==> src/hw/rtl/sbcpu_pkg.sv <==
// ----------------------------------------------------------------------------
// sbcpu_pkg
// shared types, codes and constants of the 16-bit instruction step core
// ----------------------------------------------------------------------------
package sbcpu_pkg;

  localparam int unsigned MemWords = 65536;
  localparam int unsigned MemAw    = $clog2(MemWords);
  localparam int unsigned RegCount = 8;
  localparam int unsigned InWidth  = 40;
  localparam int unsigned OutWidth = 40;

  localparam logic [15:0] PcReset  = 16'h8200;
  localparam logic [2:0]  NzpReset = 3'b010;

  // command codes
  localparam logic [2:0] CmdWrMem = 3'd0;
  localparam logic [2:0] CmdSetReg = 3'd1;
  localparam logic [2:0] CmdBreak = 3'd2;
  localparam logic [2:0] CmdStep  = 3'd3;
  localparam logic [2:0] CmdRdReg = 3'd4;

  localparam logic [3:0] RegPcSel = 4'd8;

  // status codes
  localparam logic [1:0] StOk      = 2'd0;
  localparam logic [1:0] StIllegal = 2'd1;
  localparam logic [1:0] StBreak   = 2'd2;
  localparam logic [1:0] StUndef   = 2'd3;

  // opcodes
  localparam logic [3:0] OpBr    = 4'h0;
  localparam logic [3:0] OpArith = 4'h1;
  localparam logic [3:0] OpCmp   = 4'h2;
  localparam logic [3:0] OpJsr   = 4'h4;
  localparam logic [3:0] OpLogic = 4'h5;
  localparam logic [3:0] OpLdr   = 4'h6;
  localparam logic [3:0] OpStr   = 4'h7;
  localparam logic [3:0] OpRti   = 4'h8;
  localparam logic [3:0] OpConst = 4'h9;
  localparam logic [3:0] OpShift = 4'hA;
  localparam logic [3:0] OpJmp   = 4'hC;
  localparam logic [3:0] OpHicon = 4'hD;
  localparam logic [3:0] OpTrap  = 4'hF;

  typedef enum logic [3:0] {
    S_CLEAR,
    S_IDLE,
    S_DEC,
    S_RDB,
    S_RDX,
    S_EXEC,
    S_DIV,
    S_LOAD,
    S_COMMIT,
    S_FINISH
  } state_t;

  // controller to datapath, one phase strobe at a time
  typedef struct packed {
    logic clr;
    logic take;
    logic dec;
    logic rdb;
    logic rdx;
    logic exec;
    logic div_wait;
    logic load;
    logic commit;
    logic finish;
  } dp_cmd_t;

  // datapath to controller
  typedef struct packed {
    logic clr_last;
    logic step_go;
    logic op_div;
    logic op_ld;
    logic op_undef;
    logic div_done;
    logic out_free;
  } dp_stat_t;

endpackage

==> src/hw/rtl/sbcpu_ctrl.sv <==
// ----------------------------------------------------------------------------
// sbcpu_ctrl
// controller: sequences the clear sweep, command intake and instruction phases
// ----------------------------------------------------------------------------
module sbcpu_ctrl (
  input  logic                 clk,
  input  logic                 rst,
  input  logic                 s_tvalid,
  output logic                 s_tready,
  input  sbcpu_pkg::dp_stat_t  st,
  output sbcpu_pkg::dp_cmd_t   cmd
);

  sbcpu_pkg::state_t state, state_next;

  always_ff @(posedge clk) begin
    if (rst) begin
      state <= sbcpu_pkg::S_CLEAR;
    end else begin
      state <= state_next;
    end
  end

  always_comb begin
    state_next = state;
    cmd        = '0;
    s_tready   = 1'b0;
    unique case (state)
      sbcpu_pkg::S_CLEAR: begin
        cmd.clr = 1'b1;
        if (st.clr_last) begin
          state_next = sbcpu_pkg::S_IDLE;
        end
      end
      sbcpu_pkg::S_IDLE: begin
        s_tready = 1'b1;
        if (s_tvalid) begin
          cmd.take   = 1'b1;
          state_next = st.step_go ? sbcpu_pkg::S_DEC : sbcpu_pkg::S_FINISH;
        end
      end
      sbcpu_pkg::S_DEC: begin
        cmd.dec    = 1'b1;
        state_next = sbcpu_pkg::S_RDB;
      end
      sbcpu_pkg::S_RDB: begin
        cmd.rdb    = 1'b1;
        state_next = sbcpu_pkg::S_RDX;
      end
      sbcpu_pkg::S_RDX: begin
        cmd.rdx    = 1'b1;
        state_next = sbcpu_pkg::S_EXEC;
      end
      sbcpu_pkg::S_EXEC: begin
        cmd.exec = 1'b1;
        priority if (st.op_undef) begin
          state_next = sbcpu_pkg::S_FINISH;
        end else if (st.op_div) begin
          state_next = sbcpu_pkg::S_DIV;
        end else if (st.op_ld) begin
          state_next = sbcpu_pkg::S_LOAD;
        end else begin
          state_next = sbcpu_pkg::S_COMMIT;
        end
      end
      sbcpu_pkg::S_DIV: begin
        cmd.div_wait = 1'b1;
        if (st.div_done) begin
          state_next = sbcpu_pkg::S_COMMIT;
        end
      end
      sbcpu_pkg::S_LOAD: begin
        cmd.load   = 1'b1;
        state_next = sbcpu_pkg::S_COMMIT;
      end
      sbcpu_pkg::S_COMMIT: begin
        cmd.commit = 1'b1;
        state_next = sbcpu_pkg::S_FINISH;
      end
      sbcpu_pkg::S_FINISH: begin
        cmd.finish = 1'b1;
        if (st.out_free) begin
          state_next = sbcpu_pkg::S_IDLE;
        end
      end
      default: begin
        state_next = sbcpu_pkg::S_IDLE;
      end
    endcase
  end

endmodule

==> config.mk <==
export PLATFORM = sky130hd
export DESIGN_NAME = sbcpu_ctrl
export DESIGN_NICKNAME = d
export VERILOG_FILES = /design/src/hw/rtl/sbcpu_pkg.sv /design/src/hw/rtl/sbcpu_ctrl.sv
export SDC_FILE = /design/constraint.sdc
export NUM_CORES = 1
export LEC_CHECK = 0
export BUFFER_PORTS_ARGS = -buffer_cell sky130_fd_sc_hd__buf_2
export CORE_AREA = 2 2 39 41
export DETAILED_ROUTE_END_ITERATION = 10
export DIE_AREA = 0 0 41 43
export PLACE_DENSITY = 0.6
export SYNTH_ARGS = -nofsm -noshare
export SYNTH_HDL_FRONTEND = slang
export SYNTH_SLANG_ARGS = --single-unit
==> constraint.sdc <==
create_clock -name clk -period 1.8 [get_ports clk]
set_input_delay 0.18 -clock clk [delete_from_list [all_inputs] [get_ports clk]]
set_output_delay 0.18 -clock clk [all_outputs]
set_load 0.005 [all_outputs]
==> Yosys cells after proc, flatten, opt, wreduce, memory -nomap -nowiden <==
Index checks and enable logic that the tools add are counted.
{ "totals": {"reg_bits": 4, "inputBits": 10, "output_inout_bits": 11, "elab_cells": 37} }
{ "op_classes": {"n_eq_ne": 13, "muxes": 21, "reduce_logical": 2} }
{ "op_table": {"columns": ["operator", "n"], "rows": [
  ["case mux 4 bit (10 select lines)", 1],
  ["2-to-1 mux 4 bit", 8],
  ["equality test 4 x 3 -> 1 bit (second input constant)", 4],
  ["2-to-1 mux 1 bit", 12],
  ["equality test 4 x 2 -> 1 bit (second input constant)", 2],
  ["equality test 4 bit (second input constant)", 2],
  ["!= test 2 bit (second input constant)", 4],
  ["equality test 4 x 1 -> 1 bit (second input constant)", 1],
  ["logical NOT 4 bit", 1],
  ["AND reduction 4 bit", 1]
]} }

==> Depth between registers and ports, before layout <==
Gate-level depths: netlist of run 1.
{ "logic_depth": {"depth_word": 4, "mapped_depth": 6, "depth_no_buf": 4} }

==> Worst setup path after synthesis of run 1 <==
No wires, ideal clock.
{ "synth_path": {"path_type": "reg2reg", "startpoint": "register state[2]", "endpoint": "register state[1]", "setup_time_ns": 0.096, "arrival_ns": 1.179, "t_required_ns": 1.704, "slack_ns": 0.525, "path_stages_with_launch": 6, "n_path_buf": 1, "period_less_slack_ns": 1.275, "cell_sequence": "dfxtp_1 > buf_6 > nor4b_4 > o21bai_2 > nand2_2 > o41ai_2"} }
{ "synth_via": {"elab_chain_len": 3, "word_cells_on_any_way": 16, "cone_classes": "eq/ne (13); mux (1); reduce/logical (2)"} }
{ "synth_rtl": {"columns": ["element", "line", "source"], "rows": [
  ["start: declaration", "sbcpu_ctrl.sv:14", "sbcpu_pkg::state_t state, state_next;"],
  ["start signal: assignment", "sbcpu_ctrl.sv:18", "state <= sbcpu_pkg::S_CLEAR;"],
  ["start signal: assignment", "sbcpu_ctrl.sv:20", "state <= state_next;"],
  ["equality test 4 x 3 -> 1 bit (tied with other cells)", "sbcpu_ctrl.sv:28", "unique case (state)"],
  ["!= test 2 bit (no line)", null, null],
  ["AND reduction 4 bit (no line)", null, null]
]} }
Several ways; a longest one is shown, not always the timed one.
A chain may end at the register's enable or synchronous reset.

==> metrics, run 1 <==
outcome=finished clean; Largest Register=state; die height=approximately 43 um; VDD IR max=around 0.21 mV; Post-CTS Setup Bufs=0; CP Data Arrival Time=between 1000 and 1500 ps; Buffers on Ports=20; CTS HTree Levels=1; met1 global-route usage=0.196; num rows=14; synth unique cells=32; vias per cell=~5.3; grt ovf=0; cell area after synthesis=roughly 460 um^2; Power per Cell Area=about 480 mW/mm^2; Post-Syn Area per Cell=about 7.4 um^2; Worst Path Max Fanout=10; Final setup viols=0; fmax=roughly 620 MHz; via count=between 500 and 600; final hold violations=0; post-detail-place hpwl=between 800 and 900 um; Setup TNS=0 ps; root buffer cell=clkbuf_4; die area=0.00176 mm^2; Detailed Routing Iterations Pass 1=4; DR WL/cell=12.2 um; Post-Route WL=~1200 um; TritonCTS clock tree=built; deepest clock path buffer count=2; met2 Use GR=0.209; ANT nets after route=0; number of remaining DRC errors=0; Worst Skew=7.97 ps; die outline width=between 40 and 50 um; Clock Latency Late Sink=between 200 and 300 ps; period utilization=0.895; #FFs+latches synth=4; r2r setup slk=around 320 ps; max_cap viols=0; Critical Path Sink Type=primary output; Initial Util=0.334; Synth Net Count=a little over 70; CTS sink count=4; Lkg Pwr=roughly 0.29 nW; # IOs=21; met3 Use GR=0.0628; Slew @ Worst Pin=404 ps; Worst Path Required=1620 ps; Syn-to-layout area delta=29.8%; Num CTS Buffers=3; biggest regs=state (4); Pins Over Slew Limit=0; Post-Synthesis Cells=62; final worst slack=~190 ps; fin crit period=approximately 1600 ps; Hold Path Class=in -> reg; nets=95; first-pass GRT wire length=around 1800 um; Placeable Area=approximately 0.0014 mm^2; fill count=~150; gpl congestion=0.787; clock slew at reported path FFs=30 ps; RSZ-0062 raised after global routing=false; Top Usage Layer GRT=met2; Worst setup SP type=register; sequential fraction of the synthesis area=0.173; largest net degree at the start of global routing=17; share of layout cells above drive strength 1=0.410; initial DRC count=11; initial antenna violation count=0; Largest register FFs=4; dpl ws=~290 ps; yosys warns=0; CP Class=reg -> out; GRT Total Usage=0.158; number of global-route vias before repair=between 400 and 500; Ant. Diodes=0; Slew HR=0.730
area by class of cell:
class,count,area (um^2),share of cell area
Multi-Input combinational cell,51,342,0.570
Sequential cell,4,81.3,0.136
Inverter,1,3.75,0.00626
Tap cell,16,20.0,0.0334
Clock buffer,3,22.5,0.0376
Timing Repair Buffer,24,130,0.217
per-layer routing:
metal | vias up | share of wire
li1 | 267 | -
met1 | 242 | 0.48
met2 | 14 | 0.44
met3 | 4 | 0.047
met4 | 0 | 0.035
met5 | - | 0
cell usage after synthesis:
library cell	n	area, um^2
a2111oi_2	1	15.0
a211oi_1	1	7.51
a21o_1	1	7.51
a21oi_1	3	15.0
a31oi_1	1	6.26
a32o_1	1	10.0
and2_1	1	6.26
and3b_1	1	8.76
buf_1	1	3.75
buf_2	2	10.0
buf_4	1	7.51
buf_6	1	11.3
clkbuf_1	1	3.75
dfxtp_1	4	80.1
inv_1	1	3.75
nand2_1	2	7.51
nand2_2	1	6.26
nand2b_1	5	31.3
nor2_1	12	45.0
nor2b_1	1	6.26
nor3_1	7	35.0
nor4_1	2	12.5
nor4b_1	1	8.76
nor4b_4	1	23.8
o21a_1	1	7.51
o21ai_0	1	5.00
o21ai_4	1	16.3
o21bai_2	1	11.3
o311a_1	2	20.0
o41ai_2	1	16.3
or2_0	1	6.26
or2_1	1	6.26
placed cells by master (no fill, tap or decap), drive strengths merged:
cell type / count
nor4b: 2
o21a: 1
inv: 1
a31oi: 1
a21o: 1
or2: 2
nand2: 3
nor2: 12
buf: 24
a32o: 1
nand2b: 5
o41ai: 1
a2111oi: 1
a21oi: 3
dfxtp: 4
o311a: 2
clkbuf: 3
nor4: 2
o21bai: 1
o21ai: 2
and2: 1
nor2b: 1
a211oi: 1
and3b: 1
nor3: 7
where the power goes:
part           internal (W)  leakage, nW  switching [W]
clock             0.0000750       0.0138      0.0000430
combinational     0.0000326        0.240      0.0000312
sequential        0.0000922       0.0328      0.0000114
cells by family after synthesis:
family	synth area share
buffers and inverters	0.0867
AND/OR/NAND/NOR	0.442
flip-flops	0.173
AO/OA/AOI/OAI	0.298
repair_timing:
action	CTS	global route
endpoints found under the setup margin	0	2
hold buffers	0	0
gates resized for setup	0	1
endpoints found under the hold margin	0	0
per-stage QoR:
step	hold WS (ps)	utilization	std cells	instance area, um^2	power (W)
after detailed placement	411	0.416	96	576	0.000168
final	161	0.433	99	599	0.000285
after floorplan	249	-	62	462	0.000145
after global placement	409	0.416	96	576	0.000167
after CTS	155	0.432	99	598	0.000290
after global routing	169	0.433	99	599	0.000304
critical path, cell delays in order, from the launching register on:
cell and delay, ps:
dfxtp_1 560, buf_4 210, nand2b_1 110, nor2_1 170, buf_2 150
path summary, 6_finish.rpt:
check / start / endpoint / depth (start not counted)
max: state[1]$_SDFFE_PP0P_ / cmd[3] / 4
min: rst / state[2]$_SDFFE_PP0P_ / 2
max reg2reg: state[2]$_SDFFE_PP0P_ / state[3]$_SDFFE_PP0P_ / 4
min reg2reg: state[2]$_SDFFE_PP0P_ / state[0]$_SDFFE_PP0P_ / 2
Note: power is estimated with default switching activity, not from simulation.
==> inputs of run 2 (changes only) <==
==> constraint.sdc (replaced) <==
create_clock -name clk -period 1.8 [get_ports clk]
set_input_delay 0.09 -clock clk [delete_from_list [all_inputs] [get_ports clk]]
set_output_delay 0.09 -clock clk [all_outputs]
set_load 0.005 [all_outputs]
==> metrics, run 2 (synthesis gave the netlist of run 1 again) <==
first-pass GRT wire length=approximately 1800 um; Met1 Wirelength=~540 um; reg-to-reg endpoint=state[3]$_SDFFE_PP0P_; cell family with most CP delay=simple AND/OR/NAND/NOR gates; Syn-to-layout area delta=31.2%; share of layout cells above drive strength 1=0.405; RSZ-0062 raised after global routing=false; Lkg Pwr=a little under 0.3 nW; commonest cells after routing, fill and taps aside=buf_2, nor2_1, nor3_1; CTS sink count=4; Placeable Area=between 0.001 and 0.0015 mm^2; footprint of the multi-input gates=342 um^2; final hold violations=0; via count=519; # resized after CTS=0; met2 wire len=~580 um; die outline width=between 40 and 50 um; Pins Over Slew Limit=0; met3 wire length=46 um; Post-CTS Hold Fix Bufs=0; CP Class=reg -> out; clock slew at reported path FFs=~40 ps; fmax=roughly 630 MHz; Post-CTS Setup Bufs=0; Slew @ Worst Pin=roughly 430 ps; Top Metal Used=met4; Crit path depth=4; Final setup viols=0; post-detail-place hpwl=933 um; Largest register FFs=4; Detailed Routing Iterations Pass 1=2; Ant. Diodes=0; Critical path origin=state[0]$_SDFFE_PP0P_; outcome=finished clean; die area=around 0.0018 mm^2; Worst Skew=around 3.5 ps; gpl congestion=0.790; number of global-route vias before repair=between 400 and 500; Worst setup SP type=register; r2r worst-path depth=4; CTS HTree Levels=1; largest net degree at the start of global routing=12; GRT Total Usage=0.152; Buffers on Ports=20; register area=80.1 um^2; Post-Route WL=~1200 um; # IOs=21; Critical Path Sink Type=primary output; DR WL/cell=~12 um; deepest clock path buffer count=2; crit-path cells=nand2b_1 -> nor3_1 -> and2_1 -> buf_2; max_cap viols=0; biggest regs=state (4); fill count=144; worst r2r src=state[0]$_SDFFE_PP0P_; period utilization=0.875; Initial Util=0.334; Num CTS Buffers=3; root buffer cell=clkbuf_4; commonest non-fill, non-tap cell in the layout=buf_2; Largest Register=state; Power per Cell Area=approximately 480 mW/mm^2; Setup TNS=0 ps; initial antenna violation count=0; dpl ws=372 ps; Hold Path Class=in -> reg; Clock Latency Late Sink=250 ps; vias per cell=around 5.2; CP Capture Point=cmd[8]; num rows=14; r2r setup slk=about 370 ps; die height=43 um; TritonCTS clock tree=built; ANT nets after route=0; Slew HR=0.714; CP Data Arrival Time=approximately 1500 ps; VDD IR max=about 0.21 mV; Worst Path Required=~1700 ps; fin crit period=1570 ps; nets=96; delay of the slowest critical-path stage=570 ps; crit path max-delay cell type=dfxtp_1; number of remaining DRC errors=0; number of buffers and inverters on the critical path=1; initial DRC count=3; grt ovf=0; final worst slack=225 ps; Worst Path Max Fanout=11
[run 2: changes by cell type in the layout (fill, tap and decap cells not counted), sizes merged]
cell and delta:
buf +1
[run 2: metrics by stage]
stage | hold WS (ps) | utilization | total power, W | instances | area, um^2
CTS | 70.6 | 0.438 | 0.000292 | 100 | 606
global route | 71.8 | 0.438 | 0.000311 | 100 | 606
global placement | 329 | 0.421 | 0.000173 | 97 | 583
finish | 65.4 | 0.438 | 0.000292 | 100 | 606
detailed placement | 326 | 0.421 | 0.000173 | 97 | 583
floorplan | 159 | - | 0.000145 | 62 | 462
[run 2: routing by layer]
layer / vias up / global-route usage
met4: 0 / 0.0600
li1: 267 / -
met1: 237 / 0.196
met5: - / 0
met2: 12 / 0.228
met3: 3 / 0.0471
[run 2: how the worst min path moves through the flow]
stage	from	end	cells after the start
5_1_grt	rst	state[2]$_SDFFE_PP0P_	2
2_1_floorplan	rst	state[2]$_SDFFE_PP0P_	1
6_report	rst	state[2]$_SDFFE_PP0P_	2
3_3_place_gp	rst	state[2]$_SDFFE_PP0P_	2
4_1_cts	rst	state[2]$_SDFFE_PP0P_	2
3_5_place_dp	rst	state[2]$_SDFFE_PP0P_	2
[run 2: area by class of cell]
cell class | count | area share
multi-input cells | 51 | 0.564
inverters | 1 | 0.00620
clock buffers | 3 | 0.0372
flip-flops and latches | 4 | 0.132
well taps | 16 | 0.0331
repair buffers | 25 | 0.227
[run 2: power by group]
group	internal [W]	switching [W]
Clock	0.0000752	0.0000463
Sequential	0.0000916	0.00000818
Combinational	0.0000351	0.0000359
Total	0.000202	0.0000904
[run 2: worst reg2reg max path: cells and delay by family, from the launching register on]
| family | cells | cell delay [ps] |
|---|---|---|
| AOI/OAI and AO/OA | 1 | 200 |
| buffers and inverters | 1 | 220 |
| DFF | 1 | 570 |
| and+or+nand+nor | 2 | 380 |
==> inputs of run 3 (changes only) <==
--- a/config.mk
+++ b/config.mk
@@ -12,2 +12,3 @@
 export PLACE_DENSITY = 0.6
+export RECOVER_POWER = 100
 export SYNTH_ARGS = -nofsm -noshare
==> constraint.sdc (replaced) <==
create_clock -name clk -period 1.93 [get_ports clk]
set_input_delay 0.0965 -clock clk [delete_from_list [all_inputs] [get_ports clk]]
set_output_delay 0.0965 -clock clk [all_outputs]
set_load 0.01 [all_outputs]
==> metrics, run 3 (synthesis gave the netlist of run 1 again) <==
outcome=finished clean; Hold Path Class=in -> reg; Syn-to-layout area delta=18.4%; TritonCTS clock tree=built; Power per Cell Area=~470 mW/mm^2; footprint of the multi-input gates=between 300 and 400 um^2; biggest regs=state (4); commonest non-fill, non-tap cell in the layout=buf_2; number of remaining DRC errors=0; die area=around 0.0018 mm^2; share of layout cells above drive strength 1=0.259; fmax=~610 MHz; Tot Pwr=0.000258 W; largest net degree at the start of global routing=20; nets=a little over 90; Placeable Area=0.00138 mm^2; crit path max-delay cell type=nor4b_1; Post-Route WL=between 1000 and 1500 um; register area=81.3 um^2; Final setup viols=0; Final Cell Area=about 550 um^2; number of global-route vias before repair=397; Clock Latency Late Sink=about 230 ps; commonest cells after routing, fill and taps aside=buf_2, nor2_1, clkbuf_1; max_cap viols=0; initial DRC count=8; fill count=approximately 150; Ant. Diodes=0; Lkg Pwr=0.233 nW; clock slew at reported path FFs=40 ps; delay of the slowest critical-path stage=roughly 510 ps; final hold violations=0; # IOs=21; post-detail-place hpwl=844 um; CTS sink count=4; Setup TNS=0 ps; Worst setup SP type=register; Largest register FFs=4; VDD IR max=just under 0.3 mV; CP Data Arrival Time=1780 ps; crit-path cells=nor4b_1 -> o21bai_1 -> nand2_2 -> o41ai_2; DR WL/cell=11.5 um; Initial Util=0.334; vias per cell=5.24; die height=approximately 43 um; via count=approximately 510; GRT Total Usage=0.144; Critical Path Sink Type=register; Worst Path Max Fanout=19; Worst Path Required=2070 ps; Worst Skew=around 1.8 ps; CTS HTree Levels=1; Placed Area=561 um^2; CP Class=reg -> reg; cell family with most CP delay=simple AND/OR/NAND/NOR gates; fin crit period=approximately 1600 ps; post-layout util=0.395; Buffers on Ports=20; Largest Register=state; period utilization=0.851; gpl congestion=0.699; first-pass GRT wire length=roughly 1700 um; RSZ-0062 raised after global routing=false; num rows=14; Pins Over Slew Limit=0; Slew @ Worst Pin=between 500 and 600 ps; Post-CTS Setup Bufs=0; die outline width=around 41 um; Slew HR=0.625; initial antenna violation count=0; deepest clock path buffer count=2; root buffer cell=clkbuf_4; Num CTS Buffers=3; ANT nets after route=0; Detailed Routing Iterations Pass 1=4; grt ovf=0; number of buffers and inverters on the critical path=0
[run 3: path summary, 6_finish.rpt]
path	startpoint	endpoint	slack [ps]	cells past startpoint
worst min-delay path	rst	state[2]$_SDFFE_PP0P_	90	2
worst min register to register	state[0]$_SDFFE_PP0P_	state[2]$_SDFFE_PP0P_	650	2
worst max-delay path	state[1]$_SDFFE_PP0P_	state[1]$_SDFFE_PP0P_	290	4
worst max register to register	state[1]$_SDFFE_PP0P_	state[1]$_SDFFE_PP0P_	290	4
[run 3: area by class of cell]
type,count,area share
well taps,16,0.0366
inverters,1,0.00686
repair buffers,22,0.188
clock buffers,3,0.0412
multi-input cells,51,0.579
flip-flops and latches,4,0.149
[run 3: what timing repair did]
item,in CTS,in global routing
hold buffers,0,0
resized for setup,0,1
endpoints found under the setup margin,0,1
[run 3: where the power goes]
part / total [W] / leakage, nW / internal (W) / switching, W
sequential: 0.0000948 / 0.0328 / 0.0000860 / 0.00000875
clock: 0.000104 / 0.0138 / 0.0000695 / 0.0000340
combinational: 0.0000595 / 0.187 / 0.0000283 / 0.0000312
[run 3: per-stage QoR]
step                      hold slack [ps]  setup WS (ps)  instances
after floorplan                       165            595         62
after global placement                328            378         94
after detailed placement              324            374         94
after CTS                            75.5            201         97
after global routing                 89.3            116         97
final                                85.9            288         97
[run 3: per-layer routing]
metal  global-route usage  vias up  routed length (um)
met3               0.0785        0                  70
met2                0.209       17                 545
li1                     -      261                   -
met4               0.0400        0                   0
met5                    0        -                   0
met1                0.179      230                 501
